$ cat src/rtl/prd_pkg.sv
// Shared types and constants for the phase residue detector.
// Used by every module of the block but prd_ram; depends on nothing.
`default_nettype none

package prd_pkg;

    // Fixed field widths
    localparam int ROW_BITS      = 12;
    localparam int COL_OUT_BITS  = 12;
    localparam int FLAG_BITS     = 8;
    localparam int CFG_IDX_BITS  = 3;
    localparam int CFG_DATA_BITS = 13;
    localparam int LW_BITS       = 13;
    localparam int XPOS_BITS     = 12;

    localparam logic [ROW_BITS-1:0] ROW_MAX = '1;

    // Configuration register indexes
    localparam logic [CFG_IDX_BITS-1:0] CFG_LINE_WIDTH = 3'd0;
    localparam logic [CFG_IDX_BITS-1:0] CFG_X_START    = 3'd1;
    localparam logic [CFG_IDX_BITS-1:0] CFG_X_END      = 3'd2;
    localparam logic [CFG_IDX_BITS-1:0] CFG_PLUS_MASK  = 3'd3;
    localparam logic [CFG_IDX_BITS-1:0] CFG_MINUS_MASK = 3'd4;
    localparam logic [CFG_IDX_BITS-1:0] CFG_GUIDE_MASK = 3'd5;

    // Configuration reset values
    localparam logic [LW_BITS-1:0]   RST_LINE_WIDTH = 13'd4096;
    localparam logic [XPOS_BITS-1:0] RST_X_START    = 12'd0;
    localparam logic [XPOS_BITS-1:0] RST_X_END      = 12'd4095;
    localparam logic [FLAG_BITS-1:0] RST_PLUS_MASK  = 8'd1;
    localparam logic [FLAG_BITS-1:0] RST_MINUS_MASK = 8'd2;
    localparam logic [FLAG_BITS-1:0] RST_GUIDE_MASK = 8'd4;

    // Charge codes
    localparam logic signed [1:0] CHG_NONE = 2'sb00;
    localparam logic signed [1:0] CHG_POS  = 2'sb01;
    localparam logic signed [1:0] CHG_NEG  = 2'sb11;

    // Per-pixel control that travels from the scan stage to the loop stage
    typedef struct packed {
        logic                    frame;    // pixel restarts the frame
        logic                    has_res;  // a loop closes on this pixel
        logic                    win;      // corner column in x_start .. x_end - 2
        logic [ROW_BITS-1:0]     row;      // corner row
        logic [COL_OUT_BITS-1:0] col;      // corner column, truncated
    } t_s1_ctl;

endpackage

`default_nettype wire

$ cat src/rtl/prd_loop.sv
// Loop stage: 2x2 charge from line-buffer data, flag update, running counts,
// and the output register. Depends on prd_pkg.
`default_nettype none

module prd_loop #(
    parameter int PHASE_BITS = 16,
    parameter int COUNT_BITS = 24
) (
    input  wire                                 i_clk,
    input  wire                                 i_rst_n,
    input  wire                                 i_adv,
    input  prd_pkg::t_s1_ctl                    i_ctl,
    input  wire  signed [PHASE_BITS-1:0]        i_cur_phase,
    input  wire  signed [PHASE_BITS-1:0]        i_up_phase,
    input  wire  [prd_pkg::FLAG_BITS-1:0]       i_up_flag,
    input  wire  [prd_pkg::FLAG_BITS-1:0]       i_plus_mask,
    input  wire  [prd_pkg::FLAG_BITS-1:0]       i_minus_mask,
    input  wire  [prd_pkg::FLAG_BITS-1:0]       i_guide_mask,
    input  wire                                 i_out_ready,
    output logic                                o_out_valid,
    output logic [prd_pkg::ROW_BITS-1:0]        o_corner_row,
    output logic [prd_pkg::COL_OUT_BITS-1:0]    o_corner_col,
    output logic [prd_pkg::FLAG_BITS-1:0]       o_flag_out,
    output logic signed [1:0]                   o_charge,
    output logic [COUNT_BITS-1:0]               o_plus_count,
    output logic [COUNT_BITS-1:0]               o_minus_count
);

    localparam int PB = PHASE_BITS;
    localparam logic signed [PB:0] HALF_P = {2'b01, {(PB-1){1'b0}}};
    localparam logic signed [PB:0] HALF_N = {2'b11, {(PB-1){1'b0}}};

    // Wrapped difference a - b rounded to whole cycles, halves away from zero
    function automatic logic signed [2:0] cyc(input logic signed [PB-1:0] a,
                                              input logic signed [PB-1:0] b);
        logic signed [PB:0] d;
        d = {a[PB-1], a} - {b[PB-1], b};
        if (d >= HALF_P) begin
            return 3'sd1;
        end else if (d <= HALF_N) begin
            return -3'sd1;
        end
        return 3'sd0;
    endfunction

    logic signed [PB-1:0]          r_upl_phase, r_left_phase;
    logic [prd_pkg::FLAG_BITS-1:0] r_upl_flag;
    logic [COUNT_BITS-1:0]         r_plus, r_minus, n_plus, n_minus;
    logic [COUNT_BITS-1:0]         plus_base, minus_base;
    logic signed [2:0]             d0, d1, d2, d3;
    logic signed [3:0]             k;
    logic                          pos, neg;
    logic [prd_pkg::FLAG_BITS-1:0] n_flag;
    logic signed [1:0]             n_charge;

    // Loop sum: up - upleft, cur - up, left - cur, upleft - left
    always_comb begin
        d0 = cyc(i_up_phase, r_upl_phase);
        d1 = cyc(i_cur_phase, i_up_phase);
        d2 = cyc(r_left_phase, i_cur_phase);
        d3 = cyc(r_upl_phase, r_left_phase);
        k  = {d0[2], d0} + {d1[2], d1} + {d2[2], d2} + {d3[2], d3};
        pos = i_ctl.has_res && i_ctl.win && !k[3] && (k != '0);
        neg = i_ctl.has_res && i_ctl.win && k[3];
    end

    // Flag, charge and saturating counts
    always_comb begin
        plus_base  = i_ctl.frame ? '0 : r_plus;
        minus_base = i_ctl.frame ? '0 : r_minus;
        n_plus     = (pos && !(&plus_base)) ? plus_base + 1'b1 : plus_base;
        n_minus    = (neg && !(&minus_base)) ? minus_base + 1'b1 : minus_base;
        if (pos) begin
            n_flag   = (r_upl_flag | i_plus_mask) & ~i_guide_mask;
            n_charge = prd_pkg::CHG_POS;
        end else if (neg) begin
            n_flag   = (r_upl_flag | i_minus_mask) & ~i_guide_mask;
            n_charge = prd_pkg::CHG_NEG;
        end else begin
            n_flag   = r_upl_flag;
            n_charge = prd_pkg::CHG_NONE;
        end
    end

    // Neighbor history: previous pixel and the line-buffer word above it
    always_ff @(posedge i_clk) begin
        if (i_adv) begin
            r_upl_phase  <= i_up_phase;
            r_upl_flag   <= i_up_flag;
            r_left_phase <= i_cur_phase;
        end
    end

    always_ff @(posedge i_clk) begin
        if (!i_rst_n) begin
            r_plus  <= '0;
            r_minus <= '0;
        end else if (i_adv) begin
            r_plus  <= n_plus;
            r_minus <= n_minus;
        end
    end

    // Output register
    always_ff @(posedge i_clk) begin
        if (!i_rst_n) begin
            o_out_valid <= 1'b0;
        end else if (i_adv && i_ctl.has_res) begin
            o_out_valid <= 1'b1;
        end else if (i_out_ready) begin
            o_out_valid <= 1'b0;
        end
    end

    always_ff @(posedge i_clk) begin
        if (i_adv && i_ctl.has_res) begin
            o_corner_row  <= i_ctl.row;
            o_corner_col  <= i_ctl.col;
            o_flag_out    <= n_flag;
            o_charge      <= n_charge;
            o_plus_count  <= n_plus;
            o_minus_count <= n_minus;
        end
    end

endmodule

`default_nettype wire

$ cat config.mk
export PLATFORM = sky130hd
export DESIGN_NAME = prd_loop
export DESIGN_NICKNAME = d
export VERILOG_FILES = /design/src/rtl/prd_pkg.sv /design/src/rtl/prd_loop.sv
export SDC_FILE = /design/constraint.sdc
export NUM_CORES = 1
export LEC_CHECK = 0
export BUFFER_PORTS_ARGS = -buffer_cell sky130_fd_sc_hd__buf_2
export CAP_MARGIN = 20
export CORE_ASPECT_RATIO = 2
export CORE_MARGIN = 2
export CORE_UTILIZATION = 30
export DETAILED_ROUTE_END_ITERATION = 12
export GPL_ROUTABILITY_DRIVEN = 0
export PLACE_DENSITY_LB_ADDON = 0.08
export SLEW_MARGIN = 10
export SYNTH_ARGS = -nofsm -noshare
export SYNTH_HDL_FRONTEND = slang
export SYNTH_SLANG_ARGS = --single-unit
$ cat constraint.sdc
create_clock -name i_clk -period 12.8 [get_ports i_clk]
set_input_delay 2.56 -clock i_clk [delete_from_list [all_inputs] [get_ports i_clk]]
set_output_delay 2.56 -clock i_clk [all_outputs]
set_load 0.05 [all_outputs]
# Word level (Yosys, flattened, before mapping)

Index checks and enable logic that the tools add are counted.

Bits in registers: 171
Bits of input ports: 95
Output and inout bits: 83
Word-level logic and storage cells: 77

Add/subtract/negate cells: 9
$lt $le $gt $ge: 8
Mux-type cells: 29
Bitwise logic cells: 5
Reductions and logical operators: 14

Operators with widths:

| kind                  | number |
|---|---|
| $mux 24               | 4 |
| $ge 17x17->1 const B  | 4 |
| $le 17x16->1 const B  | 4 |
| $sub 16x16->17        | 4 |
| $add 24x1->24 const B | 2 |
| $reduce_and 24->1     | 2 |
| $mux 3                | 12 |
| $and 8x8->8           | 2 |
| $mux 8                | 2 |
| $or 8x8->8            | 2 |
| $mux 1                | 10 |
| $add 4x4->4           | 2 |
| $not 8->8             | 1 |
| $logic_and 1x1->1     | 7 |
| $add 3x3->4           | 1 |
| $reduce_bool 4->1     | 1 |
| $logic_not 1->1       | 3 |
| $mux 2                | 1 |
| $reduce_bool 2->1     | 1 |

# Depth between registers and ports, before layout

Word-level depth: 13
Depth in mapped cells: 27
Gate-level depth less buffers: 27

# Least setup slack after synthesis

Ideal clock, no wire load.

Path kind: input to register
Start: input i_cur_phase[0]
End: register o_plus_count[19], data pin
Library setup time: 0.265 ns
Arrival time: 7.954 ns
Data required time: 12.535 ns
Path slack: 4.581 ns
Cell stages on the path: 24
Path buffers: 0
Cells stage by stage: inv_1 > ha_1 > fa_1 > nand3_1 > nor4_1 > nand4_1 > a211oi_1 > nand4_1 > or4_1 > nor4_2 > nor2_1 > fa_1 > inv_1 > fa_1 > inv_1 > fa_1 > xnor3_1 > nor3_4 > nand4_1 > nor3b_2 > nand2b_1 > nor2_1 > xnor2_1 > nor2_1

Longest elaborated chain between the ends: 13
Elaborated cells between the ends (all ways): 23
Classes of those cells: add/sub: 5; order compare: 4; mux: 9; reduce/logical: 5

Ends and longest elaborated chain:

| what                         | line            | RTL |
|---|---|---|
| start, declared              | prd_loop.sv:13  | `input wire signed [PHASE_BITS-1:0] i_cur_phase,` |
| $sub 16x16->17               | prd_loop.sv:37  | `d = {a[PB-1], a} - {b[PB-1], b};` |
| $le 17x16->1                 | prd_loop.sv:40  | `end else if (d <= HALF_N) begin` |
| $mux 1                       | prd_loop.sv:40  |  |
| $mux 1                       | prd_loop.sv:38  | `if (d >= HALF_P) begin` |
| $mux 3                       | prd_loop.sv:43  | `return 3'sd0;` |
| $add 3x3->4                  | prd_loop.sv:62  | `k = {d0[2], d0} + {d1[2], d1} + {d2[2], d2} + {d3[2], d3};` |
| $add 4x4->4 (*) (2 in a row) | prd_loop.sv:62  |  |
| $logic_not 1->1              | prd_loop.sv:63  | `pos = i_ctl.has_res && i_ctl.win && !k[3] && (k != '0);` |
| $logic_and 1x1->1            | prd_loop.sv:63  |  |
| $logic_and 1x1->1 (*)        | prd_loop.sv:63  |  |
| $logic_and 1x1->1 (*)        | prd_loop.sv:71  | `n_plus = (pos && !(&plus_base)) ? plus_base + 1'b1 : plus_base;` |
| $mux 24 (*)                  | prd_loop.sv:71  |  |
| named net n_plus[19]         | prd_loop.sv:48  | `logic [COUNT_BITS-1:0] r_plus, r_minus, n_plus, n_minus;` |
| end signal, assigned         | prd_loop.sv:121 | `o_plus_count <= n_plus;` |
| end, declared                | prd_loop.sv:25  | `output logic [COUNT_BITS-1:0] o_plus_count,` |

Mark *: on every way through the listed nets, which the timed path passes. The rest lies on a longest branch.
A chain may end at the register's enable or synchronous reset.

# Final worst setup path

Start: input i_cur_phase[0]
End: register o_minus_count[10], data pin

Longest elaborated chain between the ends: 11
Elaborated cells between the ends (all ways): 20
Classes of those cells: add/sub: 5; order compare: 4; mux: 9; reduce/logical: 2

Ends and longest elaborated chain:

| what                         | line            | RTL |
|---|---|---|
| $sub 16x16->17               | prd_loop.sv:37  |  |
| $le 17x16->1                 | prd_loop.sv:40  |  |
| $mux 1                       | prd_loop.sv:40  |  |
| $mux 1                       | prd_loop.sv:38  |  |
| $mux 3                       | prd_loop.sv:43  |  |
| $add 3x3->4                  | prd_loop.sv:62  |  |
| $add 4x4->4 (*) (2 in a row) | prd_loop.sv:62  |  |
| $logic_and 1x1->1 (*)        | prd_loop.sv:64  | `neg = i_ctl.has_res && i_ctl.win && k[3];` |
| $logic_and 1x1->1 (*)        | prd_loop.sv:72  | `n_minus = (neg && !(&minus_base)) ? minus_base + 1'b1 : minus_base;` |
| $mux 24 (*)                  | prd_loop.sv:72  |  |
| named net n_minus[10]        | prd_loop.sv:48  |  |
| end signal, assigned         | prd_loop.sv:122 | `o_minus_count <= n_minus;` |
| end, declared                | prd_loop.sv:26  | `output logic [COUNT_BITS-1:0] o_minus_count` |

Marks and branches as above.

==> metrics.log <==
[metrics] number of gates given a new drive strength after cts: 0
[metrics] unrepaired setup endpoints after global routing: no
[metrics] Post-Synth Simple-Gate Area: 20.4%
[metrics] Syn Area/Cell: 9.37 µm²
[metrics] Pre-antenna DRT Iters: 4
[metrics] Root Driver: clkbuf_16
[metrics] share of flip-flops with an asynchronous set or reset: 0%
[metrics] number of failing setup endpoints in the final timing report: 0
[metrics] routed wire length per instance: 20.1 µm
[metrics] crit path launch type: input pin
[metrics] antenna-violating nets left: 0
[metrics] post-route clock period utilization: 71.0%
[metrics] outcome: completed
[metrics] number of port buffers: 177
[metrics] Combinational Power Share: 30.0%
[metrics] layout overhead on the synthesized area: 17.7%
[metrics] Post-CTS Setup Repair Bufs: 0
[metrics] DIE AREA: 0.0380 mm²
[metrics] transition time at the pin with the least slew margin: 1.07 ns
[metrics] sink count of the clock tree: 171
[metrics] number of global-route vias before repair: 9752
[metrics] total negative slack: 0 ns
[metrics] clk_skew: 0.0119 ns
[metrics] Core Box Area: 0.0358 mm²
[metrics] proportion of synthesized chip area in sequential cells: 42.6%
[metrics] arithmetic-cell share of the synthesized area counting full adders, half adders and majority gates: 9.46%
[metrics] total of flip-flops plus latches after synthesis: 171
[metrics] sequential share of power: 39.0%
[metrics] data required time at the worst endpoint: 12.97 ns
[metrics] pin count of the biggest net entering global routing: 67
[metrics] commonest non-fill, non-tap cell in the layout: buf_2
[metrics] Static Leakage: 5.15 nW
[metrics] power density over the cells: 129 mW/mm²
[metrics] remaining max-slew budget at the tightest pin: 28.3%
[metrics] combinational family with the most area after synthesis: simple AND/OR/NAND/NOR gates
[metrics] number of synthesized flops with an enable pin: 122
[metrics] largest area contributor in the netlist: edfxtp_1
[metrics] Die Y: 274 µm
[metrics] share of the synthesized area in compound gates (AO/OA/AOI/OAI): 17.1%
[metrics] # Max-Cap Violations: 0
[metrics] half-perimeter wire length after detailed placement: 28500 µm
[metrics] Yosys warnings: 0
[metrics] Hold Slack: 0.492 ns
[metrics] TritonCTS clock tree: yes
[metrics] number of core rows: 98
[metrics] cells taking the most area after synthesis: edfxtp_1 (34%), dfxtp_1 (9.0%), ha_1 (7.8%), nor2_1 (4.2%), xnor2_1 (3.4%)
[metrics] hold-fix buffers at CTS: 0
[metrics] area fraction of the dominant cell type after synthesis: 33.6%
[metrics] total routed wirelength: 36100 µm
[metrics] number of placed I/O pins: 178
[metrics] commonest non-fill, non-tap cells in the layout: buf_2 (176), edfxtp_1 (122), nor2_1 (121), inv_1 (94), nand2_1 (85)
[metrics] Max rail drop VDD: 0.0000909 V
[metrics] clock latency of the later-clocked register in the worst-skew pair: 0.44 ns
[metrics] initial antenna violation count: 5
[metrics] final number of max-transition violations: 0
[metrics] final critical delay including setup and external delays: 9.09 ns
[metrics] DR vias: 9203
[metrics] most common flop cell mapped by yosys: edfxtp_1
[metrics] type of the worst setup path: input pin to flop
[metrics] residual DRC count: 0
[metrics] global-route usage over all layers: 18.9%
[metrics] number of different library cells in the post-synthesis netlist: 80
[metrics] H-tree depth: 4
[metrics] initial core utilization: 30.5%
[metrics] Inserted Clock Buffers: 17
[metrics] worst min-delay path class: flop to flop
[metrics] Worst Path Max Fanout: 6
[metrics] post-synthesis cell count: 1164
[metrics] combined area of all synthesized cells: 0.0109 mm²
[metrics] multiplexer share of the synthesized area: 0.815%
[metrics] xor-xnor portion of the synthesized cell area: 5.27%
[metrics] DR vias/cell: 5.12
[metrics] maximum buffer depth of the clock tree: 2
[metrics] GRT overflow: 0
[metrics] first-pass GRT wire length: 54800 µm
[metrics] fraction of final layout cells sized beyond drive strength 1: 17.9%
[metrics] clock transition at the register clock pins on the worst setup and hold paths after CTS: 0.07 ns
[metrics] Switch Pwr: 0.000587 W
[metrics] Worst EP arrival: 9.26 ns
[metrics] synthesized net count: 1336
[metrics] cell-internal power: 0.00106 W
[metrics] count of final hold-check violations: 0
[metrics] category of the worst setup path capture point: flop
[metrics] nets@finish: 1506
[metrics] clock network fraction of design power: 31.0%
[metrics] FMAX: 0.110 GHz
[metrics] die width: 139 µm
[metrics] violation count after the first detailed-routing iteration: 351
[metrics] switching share of power: 35.6%
## power groups by stage
stage / Sequential [W] / Combinational [W] / Clock, W
detailed placement: 0.000658 / 0.000501 / 0
CTS: 0.000645 / 0.000503 / 0.000535
floorplan: 0.000717 / 0.000287 / 0
global route: 0.000648 / 0.000547 / 0.000550
global placement: 0.000657 / 0.000500 / 0
finish: 0.000644 / 0.000495 / 0.000511
## final timing paths
kind / start / end / slack [ns] / cells after the start
worst max-delay path: i_cur_phase[0] / o_minus_count[10] / 3.71 / 25
worst min-delay path: r_plus[21] / r_plus[21] / 0.49 / 2
worst min register to register: r_plus[21] / r_plus[21] / 0.49 / 2
worst max register to register: r_upl_phase[0] / o_minus_count[10] / 5.57 / 23
## area by class of cell
| cell class | instances | area [µm²] |
|---|---|---|
| fill | 3740 | 23000 |
| multi-input combinational | 866 | 5780 |
| sequential | 171 | 4640 |
| timing repair buffer | 181 | 918 |
| tap | 450 | 563 |
| clock buffer | 19 | 454 |
| inverter | 97 | 364 |
| clock inverter | 13 | 104 |
| antenna | 1 | 2.50 |
## cells in the mapped netlist (all sizes together), types with 3 or more instances
cell type and instances:
nor2 123, edfxtp 122, inv 96, nand2 85, o21ai 83, ha 68, a21oi 55, dfxtp 49
nor2b 49, xnor2 42, nand3 35, clkbuf 27, nor3 26, a22oi 22, and3 21, xor2 21
o21a 18, nand4 17, nor3b 15, nand2b 14, and2 13, a21boi 12, a21o 12, nor4 12
a31oi 11, fa 9, or3 8, o2111ai 7, a211o 6, a32oi 6, and4 6, or2 6
o211ai 5, o31ai 5, a211oi 4, a32o 4, mux2 4, mux2i 4, o22ai 4, o31a 4
a221o 3, buf 3
## critical path, stage by stage
cell,delay [ns]
buf_2,0.11
inv_1,0.05
ha_1,0.22
fa_1,0.40
nor2b_1,0.13
o21ai_1,0.13
o211ai_1,0.37
a31oi_1,0.20
a21oi_1,0.34
a21oi_1,0.13
mux2_2,0.31
nor4_2,0.31
nor2_1,0.10
fa_1,0.58
inv_1,0.08
fa_1,0.59
inv_1,0.08
fa_1,0.42
xnor3_1,0.31
nand3_1,0.25
nor3_1,0.83
and3_1,0.40
nand3_1,0.15
xor2_1,0.16
nor2_1,0.05
## layer usage
layer  vias to the layer above  GRT usage (%)  wire [µm]
met5                         -              0         57
met4                         8           9.91       1700
met3                        81           2.76        775
met2                       164           39.4      21400
met1                      4393           17.1      12200
li1                       4557              -          -
## through the flow
stage	power, W	cells	utilization (%)	setup WS [ns]	cell area, µm²
CTS	0.00168	1797	35.8	3.71	12800
finish	0.00165	1798	35.8	3.71	12800
floorplan	0.00100	1164	-	4.58	10900
global placement	0.00116	1765	34.3	3.36	12300
detailed placement	0.00116	1765	34.3	3.27	12300
global route	0.00175	1798	35.8	3.22	12800
## cell families after synthesis
| logic type | after synthesis |
|---|---|
| AOI/OAI and AO/OA | 281 |
| xor gates and xnor gates | 64 |
| adders and majority gates | 77 |
| and+or+nand+nor | 436 |
| muxes | 8 |
| buffers and inverters | 127 |
| DFF | 171 |
## registers in the layout (all words and copies together) (netlist names)
signal / cells
o_plus_count: 24
o_charge: 2
o_flag_out: 8
r_plus: 24
r_minus: 24
r_left_phase: 16
r_upl_flag: 8
o_corner_col: 12
o_corner_row: 12
o_out_valid: 1
o_minus_count: 24
r_upl_phase: 16
(Power assumes the default switching activity.)
